--- src/rtl/iut_pkg.sv ---
`timescale 1ns / 1ps

package iut_pkg;

  localparam int MAX_INTERVALS = 64;
  localparam int ADDR_BITS     = 32;
  localparam int IDX_BITS      = $clog2(MAX_INTERVALS);
  localparam int CNT_BITS      = $clog2(MAX_INTERVALS + 1);
  localparam int END_BITS      = ADDR_BITS + 1;
  localparam int FIELD_BITS    = 32;
  localparam int OUT_BITS      = 33;

  typedef logic [ADDR_BITS-1:0] addr_t;
  typedef logic [END_BITS-1:0]  end_t;
  typedef logic [CNT_BITS-1:0]  cnt_t;
  typedef logic [IDX_BITS-1:0]  idx_t;

  typedef struct packed {
    logic [FIELD_BITS-1:0] range_low;
    logic [FIELD_BITS-1:0] range_high;
    logic                  restart;
  } in_word_t;

  typedef struct packed {
    logic [OUT_BITS-1:0] lowest_free;
    logic [OUT_BITS-1:0] free_count;
    logic                table_full;
  } out_word_t;

  typedef struct packed {
    logic load;
    logic prime;
    logic scan;
    logic flush;
    logic result;
  } ctl_cmd_t;

  typedef struct packed {
    logic cnt_zero;
    logic scan_last;
  } dp_sts_t;

endpackage

--- src/rtl/iut_ctrl.sv ---
`timescale 1ns / 1ps

module iut_ctrl (
  input  logic              clk_i,
  input  logic              rst_ni,
  input  logic              start_i,
  input  iut_pkg::dp_sts_t  sts_i,
  output iut_pkg::ctl_cmd_t cmd_o,
  output logic              busy_o
);
  import iut_pkg::*;

  localparam logic [2:0] S_IDLE   = 3'd0;
  localparam logic [2:0] S_PRIME  = 3'd1;
  localparam logic [2:0] S_SCAN   = 3'd2;
  localparam logic [2:0] S_FLUSH  = 3'd3;
  localparam logic [2:0] S_DRAIN1 = 3'd4;
  localparam logic [2:0] S_DRAIN2 = 3'd5;
  localparam logic [2:0] S_RES    = 3'd6;

  logic [2:0] state_q, state_d;

  always_comb begin
    state_d = state_q;
    cmd_o   = '0;
    case (state_q)
      S_IDLE: begin
        if (start_i) begin
          cmd_o.load = 1'b1;
          state_d    = S_PRIME;
        end
      end
      S_PRIME: begin
        cmd_o.prime = 1'b1;
        state_d     = sts_i.cnt_zero ? S_FLUSH : S_SCAN;
      end
      S_SCAN: begin
        cmd_o.scan = 1'b1;
        if (sts_i.scan_last) begin
          state_d = S_FLUSH;
        end
      end
      S_FLUSH: begin
        cmd_o.flush = 1'b1;
        state_d     = S_DRAIN1;
      end
      S_DRAIN1: state_d = S_DRAIN2;
      S_DRAIN2: state_d = S_RES;
      S_RES: begin
        cmd_o.result = 1'b1;
        state_d      = S_IDLE;
      end
      default: state_d = S_IDLE;
    endcase
  end

  always_ff @(posedge clk_i or negedge rst_ni) begin
    if (!rst_ni) begin
      state_q <= S_IDLE;
    end else begin
      state_q <= state_d;
    end
  end

  assign busy_o = (state_q != S_IDLE);

endmodule

--- config.mk ---
export PLATFORM = sky130hd
export DESIGN_NAME = iut_ctrl
export DESIGN_NICKNAME = d
export VERILOG_FILES = /design/src/rtl/iut_pkg.sv /design/src/rtl/iut_ctrl.sv
export SDC_FILE = /design/constraint.sdc
export NUM_CORES = 1
export LEC_CHECK = 0
export ABC_CLOCK_PERIOD_IN_PS = 1270
export BUFFER_PORTS_ARGS = -buffer_cell sky130_fd_sc_hd__buf_2
export CAP_MARGIN = 20
export CORE_AREA = 2 2 39 41
export DETAILED_ROUTE_END_ITERATION = 12
export DIE_AREA = 0 0 41 43
export HOLD_SLACK_MARGIN = 0.06
export PLACE_DENSITY_LB_ADDON = 0.12
export SLEW_MARGIN = 10
export SYNTH_ARGS = -nofsm -noshare
export SYNTH_HDL_FRONTEND = slang
export SYNTH_SLANG_ARGS = --single-unit
--- constraint.sdc ---
create_clock -name clk_i -period 1.27 [get_ports clk_i]
set_input_delay 0.254 -clock clk_i [delete_from_list [all_inputs] [get_ports clk_i]]
set_output_delay 0.254 -clock clk_i [all_outputs]
set_load 0.01 [all_outputs]
---- Word level (Yosys, flattened, before mapping) ----
Cells that the tools add are included.
storage, ports and cells
  flip-flop bits (word level) ............. 3
  latch bits .............................. 0
  memory bits (writable) .................. 0
  bits in read-only memories .............. 0
  bits of input ports ..................... 5
  output and inout bits ................... 6
  word-level logic and storage cells ...... 22
  memories kept ........................... 0
cells by class
  add/subtract/negate cells ............... 0
  $mul .................................... 0
  div/mod/pow operators ................... 0
  order comparisons ....................... 0
  eq/ne operators ......................... 8
  shift operators ......................... 0
  multiplexer cells ....................... 10
  bitwise operators ....................... 0
  reduce and logical (&&, ||, !) cells .... 3
operator list
  kind                                                             count
  3-bit case mux with 6 select lines                               1
  3-bit == test, second input constant                             3
  1-bit 2-to-1 mux                                                 7
  3-bit by 2-bit == test with 1-bit output, second input constant  2
  3-bit 2-to-1 mux                                                 2
  2-bit != test, second input constant                             2
  3-bit by 1-bit == test with 1-bit output, second input constant  1
  3-bit logical NOT                                                1
  3-bit nonzero test                                               1
  2-bit AND reduction                                              1

---- Logic depth before layout (Yosys ltp) ----
Gate-level depths: netlist of run 1.
  word-level depth ........................ 3
  gate-level depth with buffers ........... 4

---- Least setup slack after synthesis of run 1 ----
OpenSTA, ideal clock, no wires.
  path kind ............................... reg-to-output
  start ................................... reg state_q[1]
  end ..................................... out cmd_o[4] in the netlist's numbering
  arrival time ............................ 1,016 ps
  required time ........................... 1,016 ps
  setup slack ............................. 0 ps
  stages on the path, launching flop included .. 4
  path buffers ............................ 1
  cells stage by stage .................... dfrtp_1 > buf_6 > or3_4 > nor2_2
RTL lines
  element                 RTL line        RTL
  from (decl)             iut_ctrl.sv:21  logic [2:0] state_q, state_d;
  from (signal assigned)  iut_ctrl.sv:61  state_q <= state_d;
  to (decl)               iut_ctrl.sv:8   output iut_pkg::ctl_cmd_t cmd_o,

==> results of run 1 <==
==> cell families after synthesis <==
group / after synthesis / share of synthesized area
AND/OR/NAND/NOR: 12 / 0.413
multiplexers: 2 / 0.112
AO/OA/AOI/OAI: 1 / 0.0250
flip-flops: 3 / 0.375
buffers and inverters: 2 / 0.0750
==> cells in the mapped netlist (all sizes together) <==
library cell and number:
dfrtp 3, nor2 3, and2 2, mux2 2, nand3 2, and2b 1, and3b 1, buf 1
inv 1, nand3b 1, nor2b 1, o21ai 1, or3 1
==> metrics by stage <==
| step | worst slack, ns | utilization | instance area [sq um] |
|---|---|---|---|
| CTS | -0.200 | 0.230 | 318 |
| global placement | 0.0291 | 0.193 | 267 |
| finish | -0.187 | 0.264 | 365 |
| floorplan | 0.000213 | - | 200 |
| global route | -0.251 | 0.264 | 365 |
| detailed placement | 0.0237 | 0.193 | 267 |
==> routing by layer <==
metal	part of all wire	vias up	global-route usage
met5	0	-	0
met4	0.031	0	0.0800
li1	-	108	-
met2	0.51	8	0.0781
met1	0.37	87	0.0617
met3	0.079	2	0.0314
==> repair_timing <==
item                       in CTS  in global routing
hold endpoints to repair        3                  0
buffers inserted                2                  3
hold buffers                    1                  0
setup endpoints to repair       6                  6
resized for setup               0                  5
==> path summary, 6_finish.rpt <==
check | start | to | slack (ns) | cells after the start
setup / recovery | state_q[2] | cmd_o[4] | -0.19 | 3
hold / removal | start_i | state_q[0] | 0.28 | 3
setup reg to reg | state_q[1] | state_q[1] | 0.15 | 4
hold reg to reg | state_q[2] | state_q[2] | 0.63 | 1
max in group asynchronous | rst_ni | state_q[1] | 0.83 | 2
min in group asynchronous | rst_ni | state_q[0] | 0.34 | 2
==> final cells by class <==
type                            count  area [sq um]
Inverter                            1          3.75
Tap cell                           16          20.0
Timing Repair Buffer               17           128
Fill cell                         165          1020
Multi-Input combinational cell     15           113
Sequential cell                     3          75.1
Clock buffer                        4          26.3
==> worst max-delay path, delay by kind of cell (launching register included) <==
family / cells / cell delay [ns]
and+or+nand+nor: 2 / 0.43
DFF: 1 / 0.42
buffers and inverters: 1 / 0.12
==> report_power, final <==
group	leakage [uW]	internal, uW	total (uW)	switching, uW
registers	0.0000373	143	183	40.2
logic	0.000135	358	574	216
clock network	0.0000150	118	165	47.1
total	0.000187	618	922	304
==> impl_metrics.yaml, run 1 <==
setup_path:
  worst_setup_path_start_kind: "register"
  slowest_stage: "dfrtp_1"
  critPathKind: "register to output pin"
  max_stage_delay_ns: 0.42
  crit_fanout: 6
  critical_path.cell_chain: "or3_4, nor2_2, buf_2"
  crit_required_ns: 1.02
  end_kind: "output pin"
  crit_arrival_ns: 1.20
run:
  drv_cap: 0
yosys:
  syn-instance-count: 20
  yosysTopAreaCellShare: 0.375
  syn_avg_cell_area_sq_um: 10.0
  synth_area_leaders: "dfrtp_1 (38%), mux2_2 (11%), and2_2 (7.5%), buf_6 (5.6%), or3_4 (5.6%)"
  ys_types: 14
  ys_seq_elements: 3
  seq_area_frac_synth: 0.375
  synth_area_leader_cell: "dfrtp_1"
  synth_nets: 25
  synth_area_sq_um: 200
  yosysWarningCount: 0
drt:
  vias: 205
  wl_per_cell_um: 7.95
  viasPerCell: 3.66
  detail-route-antenna-nets: 0
  drtIter0Drc: 0
  routed_wl_um: 445
  dr.pass1.iters: 1
  drcViolationCount: 0
grt:
  grt_pass1_wl_um: 669
  grt_overflow: 0
  grt_max_degree: 10
  grt_pass1_vias: 186
  track_usage: 0.0624
  antenna_found_initial: 0
cells_and_area:
  final_cell_mix: "buf_2 (7), buf_4 (5), buf_6 (4)"
  layout-drive-gt1-share: 0.700
  final_common_cell: "buf_2"
  largest_reg_flops: 3
  reg_top3: "state_q x3"
  top_register: "state_q"
  final_nets: 46
  area_delta_synth_final_pct: 82.5
  finalNonFillerCells: 56
  n_antenna_cell: 0
floorplanning:
  top_level_ports: 11
  die_h_um: 43
  dieArea_sq_mm: 0.00176
  initial_core_util: 0.145
  rows: 14
  core-area_sq_mm: 0.00138
  die_x_um: 41
pwr:
  ir_drop_mv: 0.713
  power_density_mw_per_mm2: 2520
  leakage_uw: 0.000187
  power_uw: 922
sta:
  min_period_over_period: 1.15
  slew_violations: 0
  finalSetupViolations: 6
  fin_setup_tns_ns: -0.900
  rsz0062_at_grt: "yes"
  clock.fmax_mhz: 686
  worst_pin_slew_ns: 0.178
  min_period_ns: 1.46
  relSlewSlack: 0.881
  worst_slack_ns: -0.187
  hold_violations: 0
  fin_skew_ns: 0.0000838
  hold_slack_ns: 0.283
min_path:
  worstHoldPathType: "primary input to register"
clock_tree:
  clock_latency_ns: 0.23
  clockBufferDepth: 2
  cts-root-buf: "clkbuf_4"
  h-tree-depth: 1
  clk_pin_slew_ns: 0.03
  cts_tree: "done"
  cts_inserted_buffers: 3
  cts.sinks: 3
placed_design:
  dp_cells: 46
  dp_hpwl_um: 328
  io_buffers: 10
  gp_congestion: 0.582
run_status:
  status: "finished, violations left"
  violations: "negative setup slack"
No activity file was read; power rests on OpenSTA's default activity.
==> run 2, diff against run 1 <==
==> constraint.sdc (replaced) <==
create_clock -name clk_i -period 1.27 [get_ports clk_i]
set_input_delay 0.1905 -clock clk_i [delete_from_list [all_inputs] [get_ports clk_i]]
set_output_delay 0.1905 -clock clk_i [all_outputs]
set_load 0.01 [all_outputs]
==> run 2 against run 1 <==
  * The run still ends with negative setup slack left
  * Largest power group unchanged
  * First-iteration DRC count rose by 1
  * Via count fell by 6.8%
  * Critical path type unchanged
  * Core utilization fell by 0.72 points
==> impl_metrics.yaml, run 2 (synthesis results as in run 1) <==
run_status:
  status: "finished, violations left"
  violations: "negative setup slack"
cells_and_area:
  largest_reg_flops: 3
  seqCellArea_sq_um: 76.3
  fillers: 163
  n_antenna_cell: 0
  reg_top3: "state_q x3"
  final_cell_mix: "buf_2 (8), buf_4 (4), clkbuf_4 (3), buf_6 (3)"
  final_common_cell: "buf_2"
  final_nets: 45
  multiInputGateArea_sq_um: 115
  finalNonFillerCells: 55
  layout-drive-gt1-share: 0.744
  top_register: "state_q"
  area_delta_synth_final_pct: 77.5
  finalInstanceArea_sq_um: 355
setup_path:
  end_kind: "output pin"
  crit_arrival_ns: 1.21
  reg2reg_depth: 3
  crit_fanout: 6
  critPathKind: "register to output pin"
  worst_setup_path_start_kind: "register"
  crit_required_ns: 1.08
sta:
  relSlewSlack: 0.914
  rsz0062_at_grt: "yes"
  fin_setup_tns_ns: -0.361
  slew_violations: 0
  min_period_ns: 1.40
  finalSetupViolations: 5
  worst_pin_slew_ns: 0.127
  clock.fmax_mhz: 712
  worst_slack_ns: -0.134
  min_period_over_period: 1.11
  fin_skew_ns: 0.00238
  hold_slack_ns: 0.219
  hold_violations: 0
floorplanning:
  top_level_ports: 11
  dieArea_sq_mm: 0.00176
  die_x_um: 41
  core-area_sq_mm: 0.00138
  die_h_um: 43
  rows: 14
  initial_core_util: 0.145
pwr:
  p_sw_frac: 0.339
  intPower_uw: 600
  power_frac_comb: 0.601
  p_seq_frac: 0.216
  p_clk_frac: 0.182
  power_density_mw_per_mm2: 2560
  leakage_uw: 0.000182
  p_sw_uw: 308
  ir_drop_mv: 0.652
grt:
  grt_pass1_vias: 184
  antenna_found_initial: 0
  track_usage: 0.0634
  grt_max_degree: 10
  grt_pass1_wl_um: 717
  grt_overflow: 0
placed_design:
  post_dp_cell_area_sq_um: 267
  dp_hpwl_um: 329
  gp_congestion: 0.564
  dp_cells: 46
  io_buffers: 10
clock_tree:
  cts_inserted_buffers: 3
  clockBufferDepth: 2
  clk_pin_slew_ns: 0.03
  cts-root-buf: "clkbuf_4"
  h-tree-depth: 1
  cts_tree: "done"
  cts.sinks: 3
  clock_latency_ns: 0.23
min_path:
  worstHoldPathType: "primary input to register"
  worstHoldPathCells: 3
drt:
  viasPerCell: 3.47
  routed_wl_um: 465
  wl_per_cell_um: 8.45
  dr.pass1.iters: 2
  vias: 191
  drcViolationCount: 0
  detail-route-antenna-nets: 0
  drtIter0Drc: 1
run:
  drv_cap: 0
## run 2: cell types whose count changed in the layout (fill, tap and decap cells not counted), sizes merged
cell  change
buf       -1
## run 2: per-layer routing
layer	vias to the layer above	track usage	wire, um
met5	-	0	0
met4	0	0.0600	0
met3	0	0.0314	31
met2	6	0.0844	228
met1	82	0.0682	206
li1	103	-	-
## run 2: path summary, 6_finish.rpt
kind                                 start          to  slack [ns]
worst min register to register  state_q[2]  state_q[2]        0.61
min in group asynchronous           rst_ni  state_q[1]        0.28
worst min-delay path               start_i  state_q[0]        0.22
max in group asynchronous           rst_ni  state_q[2]        0.87
worst max register to register  state_q[0]  state_q[1]        0.23
worst max-delay path            state_q[2]    cmd_o[4]       -0.13
## run 2: repair_timing
item / 4_1_cts / 5_1_grt
resized for setup: 3 / 3
pin swaps: 0 / 1
endpoints found under the hold margin: 3 / 0
hold buffers: 1 / 0
setup buffers: 2 / 2
setup endpoints to repair: 6 / 6
## run 2: metrics by stage
step	power (uW)	setup slack, ns	utilization
CTS	859	-0.150	0.241
global route	981	-0.180	0.257
floorplan	479	0.0637	-
detailed placement	590	0.0846	0.193
global placement	588	0.0863	0.193
finish	908	-0.134	0.257
## run 2: area by class of cell
class,instances,area share
Sequential cell,3,0.215
Timing Repair Buffer,16,0.320
Clock buffer,4,0.0739
Multi-Input combinational cell,15,0.324
Inverter,1,0.0106
Tap cell,16,0.0563
## run 2: critical path, cell delays in order (launching register included)
cell and delay (ns):
dfrtp_2 0.44, or3_4 0.35, nor2_2 0.07, buf_2 0.12
## run 2: power by group through the flow
stage | sequential (uW) | clock (uW) | combinational [uW]
3_3_place_gp | 194 | 0 | 394
3_5_place_dp | 195 | 0 | 395
4_1_cts | 190 | 175 | 493
2_1_floorplan | 177 | 0 | 302
6_report | 196 | 165 | 546
5_1_grt | 201 | 184 | 596
==> run 3, diff against run 2 <==
--- a/config.mk
+++ b/config.mk
@@ -13,7 +13,9 @@
 export DIE_AREA = 0 0 41 43
 export HOLD_SLACK_MARGIN = 0.06
 export PLACE_DENSITY_LB_ADDON = 0.12
+export REMOVE_ABC_BUFFERS = 1
 export SLEW_MARGIN = 10
 export SYNTH_ARGS = -nofsm -noshare
 export SYNTH_HDL_FRONTEND = slang
 export SYNTH_SLANG_ARGS = --single-unit
+export TNS_END_PERCENT = 30
==> run 3 against run 2 <==
  * The run still ends with negative setup slack left
  * Critical path depth did not move
  * Worst hold slack is essentially flat
  * Register-to-register slack barely moved
  * First-iteration DRC count decreased by 100%
  * Wire length down 4.1%
  * Non-clock buffer count shrank 2
  * Total power shrank 8.9%
  * Combinational power decreased by 14%
  * Worst setup slack got worse by 0.0023 ns
  * Global-route usage barely moved
  * Critical path type unchanged
==> impl_metrics.yaml, run 3 (synthesis results as in run 1) <==
grt:
  grt_pass1_vias: 192
  antenna_found_initial: 0
  grt_pass1_wl_um: 690
  track_usage: 0.0634
  grt_max_degree: 10
  grt_overflow: 0
sta:
  hold_violations: 0
  clock.fmax_mhz: 711
  rsz0062_at_grt: "yes"
  fin_skew_ns: 0.00144
  worst_slack_ns: -0.136
  min_period_ns: 1.41
  min_period_over_period: 1.11
  slew_violations: 0
  relSlewSlack: 0.862
  worst_pin_slew_ns: 0.206
  hold_slack_ns: 0.219
  finalSetupViolations: 5
setup_path:
  end_kind: "output pin"
  critPathKind: "register to output pin"
  worst_setup_path_start_kind: "register"
  startpoint: "state_q[0]"
  crit_fanout: 4
  crit_required_ns: 1.08
  r2r-start: "state_q[0]"
  crit_arrival_ns: 1.22
  reg2reg_depth: 3
drt:
  detail-route-antenna-nets: 0
  drtIter0Drc: 0
  viasPerCell: 3.57
  dr.pass1.iters: 1
  routed_wl_um: 446
  vias: 189
  drcViolationCount: 0
  wl_per_cell_um: 8.42
placed_design:
  gp_congestion: 0.624
  dp_hpwl_um: 352
  io_buffers: 10
  dp_slack_ns: 0.0765
  dp_cells: 46
cells_and_area:
  fillers: 160
  layout-drive-gt1-share: 0.703
  largest_reg_flops: 3
  top_register: "state_q"
  seqCellArea_sq_um: 76.3
  multiInputGateArea_sq_um: 113
  final_cell_mix: "buf_2 (9), clkbuf_4 (3)"
  final_common_cell: "buf_2"
  final_nets: 43
  finalNonFillerCells: 53
  area_delta_synth_final_pct: 65.6
  reg_top3: "state_q x3"
  n_antenna_cell: 0
floorplanning:
  core-area_sq_mm: 0.00138
  die_h_um: 43
  initial_core_util: 0.145
  dieArea_sq_mm: 0.00176
  rows: 14
  top_level_ports: 11
  die_x_um: 41
clock_tree:
  h-tree-depth: 1
  cts.sinks: 3
  cts-root-buf: "clkbuf_4"
  clockBufferDepth: 2
  cts_inserted_buffers: 3
  cts_tree: "done"
  clock_latency_ns: 0.23
  clk_pin_slew_ns: 0.04
pwr:
  power_density_mw_per_mm2: 2500
  leakage_uw: 0.000169
  ir_drop_mv: 0.620
min_path:
  min-delay-start: "start_i"
  worstHoldPathCells: 3
  worstHoldPathType: "primary input to register"
run:
  drv_cap: 0
run_status:
  violations: "negative setup slack"
  status: "finished, violations left"
[run 3: changes by cell type in the layout (fill, tap and decap cells not counted), sizes merged]
cell and change:
buf -2
[run 3: final timing paths]
check                             end  slack [ns]
max                          cmd_o[4]       -0.14
min                        state_q[0]        0.22
max reg2reg                state_q[1]        0.23
min reg2reg                state_q[2]        0.60
max in group asynchronous  state_q[2]        0.87
min in group asynchronous  state_q[0]        0.28
[run 3: where the power goes]
| group | switching (uW) | internal, uW |
|---|---|---|
| Sequential | 48.1 | 146 |
| Clock | 45.7 | 117 |
| Combinational | 196 | 274 |
| Total | 290 | 537 |
[run 3: area by class of cell]
| type | count | area share |
|---|---|---|
| tap | 16 | 0.0604 |
| multi-input combinational | 15 | 0.340 |
| clock buffer | 4 | 0.0792 |
| inverter | 1 | 0.0113 |
| sequential | 3 | 0.230 |
| timing repair buffer | 14 | 0.279 |
[run 3: critical path, stage by stage (launching register included)]
cell	delay (ns)
dfrtp_1	0.40
or3_4	0.38
nor2_2	0.08
buf_2	0.13
[run 3: repair_timing]
item                       in CTS  in global routing
gates resized for setup         0                  4
hold buffers                    1                  0
setup endpoints to repair       6                  6
buffers inserted                2                  0
pin swaps                       0                  1
hold endpoints to repair        3                  0
[run 3: through the flow]
stage | util | setup TNS, ns | total power [uW] | area, sq um
detailed placement | 0.193 | 0 | 592 | 267
finish | 0.240 | -0.436 | 827 | 332
global route | 0.240 | -0.861 | 909 | 332
floorplan | - | 0 | 443 | 189
global placement | 0.193 | 0 | 587 | 267
CTS | 0.230 | -0.548 | 813 | 318
[run 3: layer usage]
metal  routed length [um]  up-vias  GRT usage
li1                     -      100          -
met1                  177       83     0.0615
met2                  238        6     0.0906
met3                   29        0     0.0157
met4                    0        0     0.0800
met5                    0        -          0
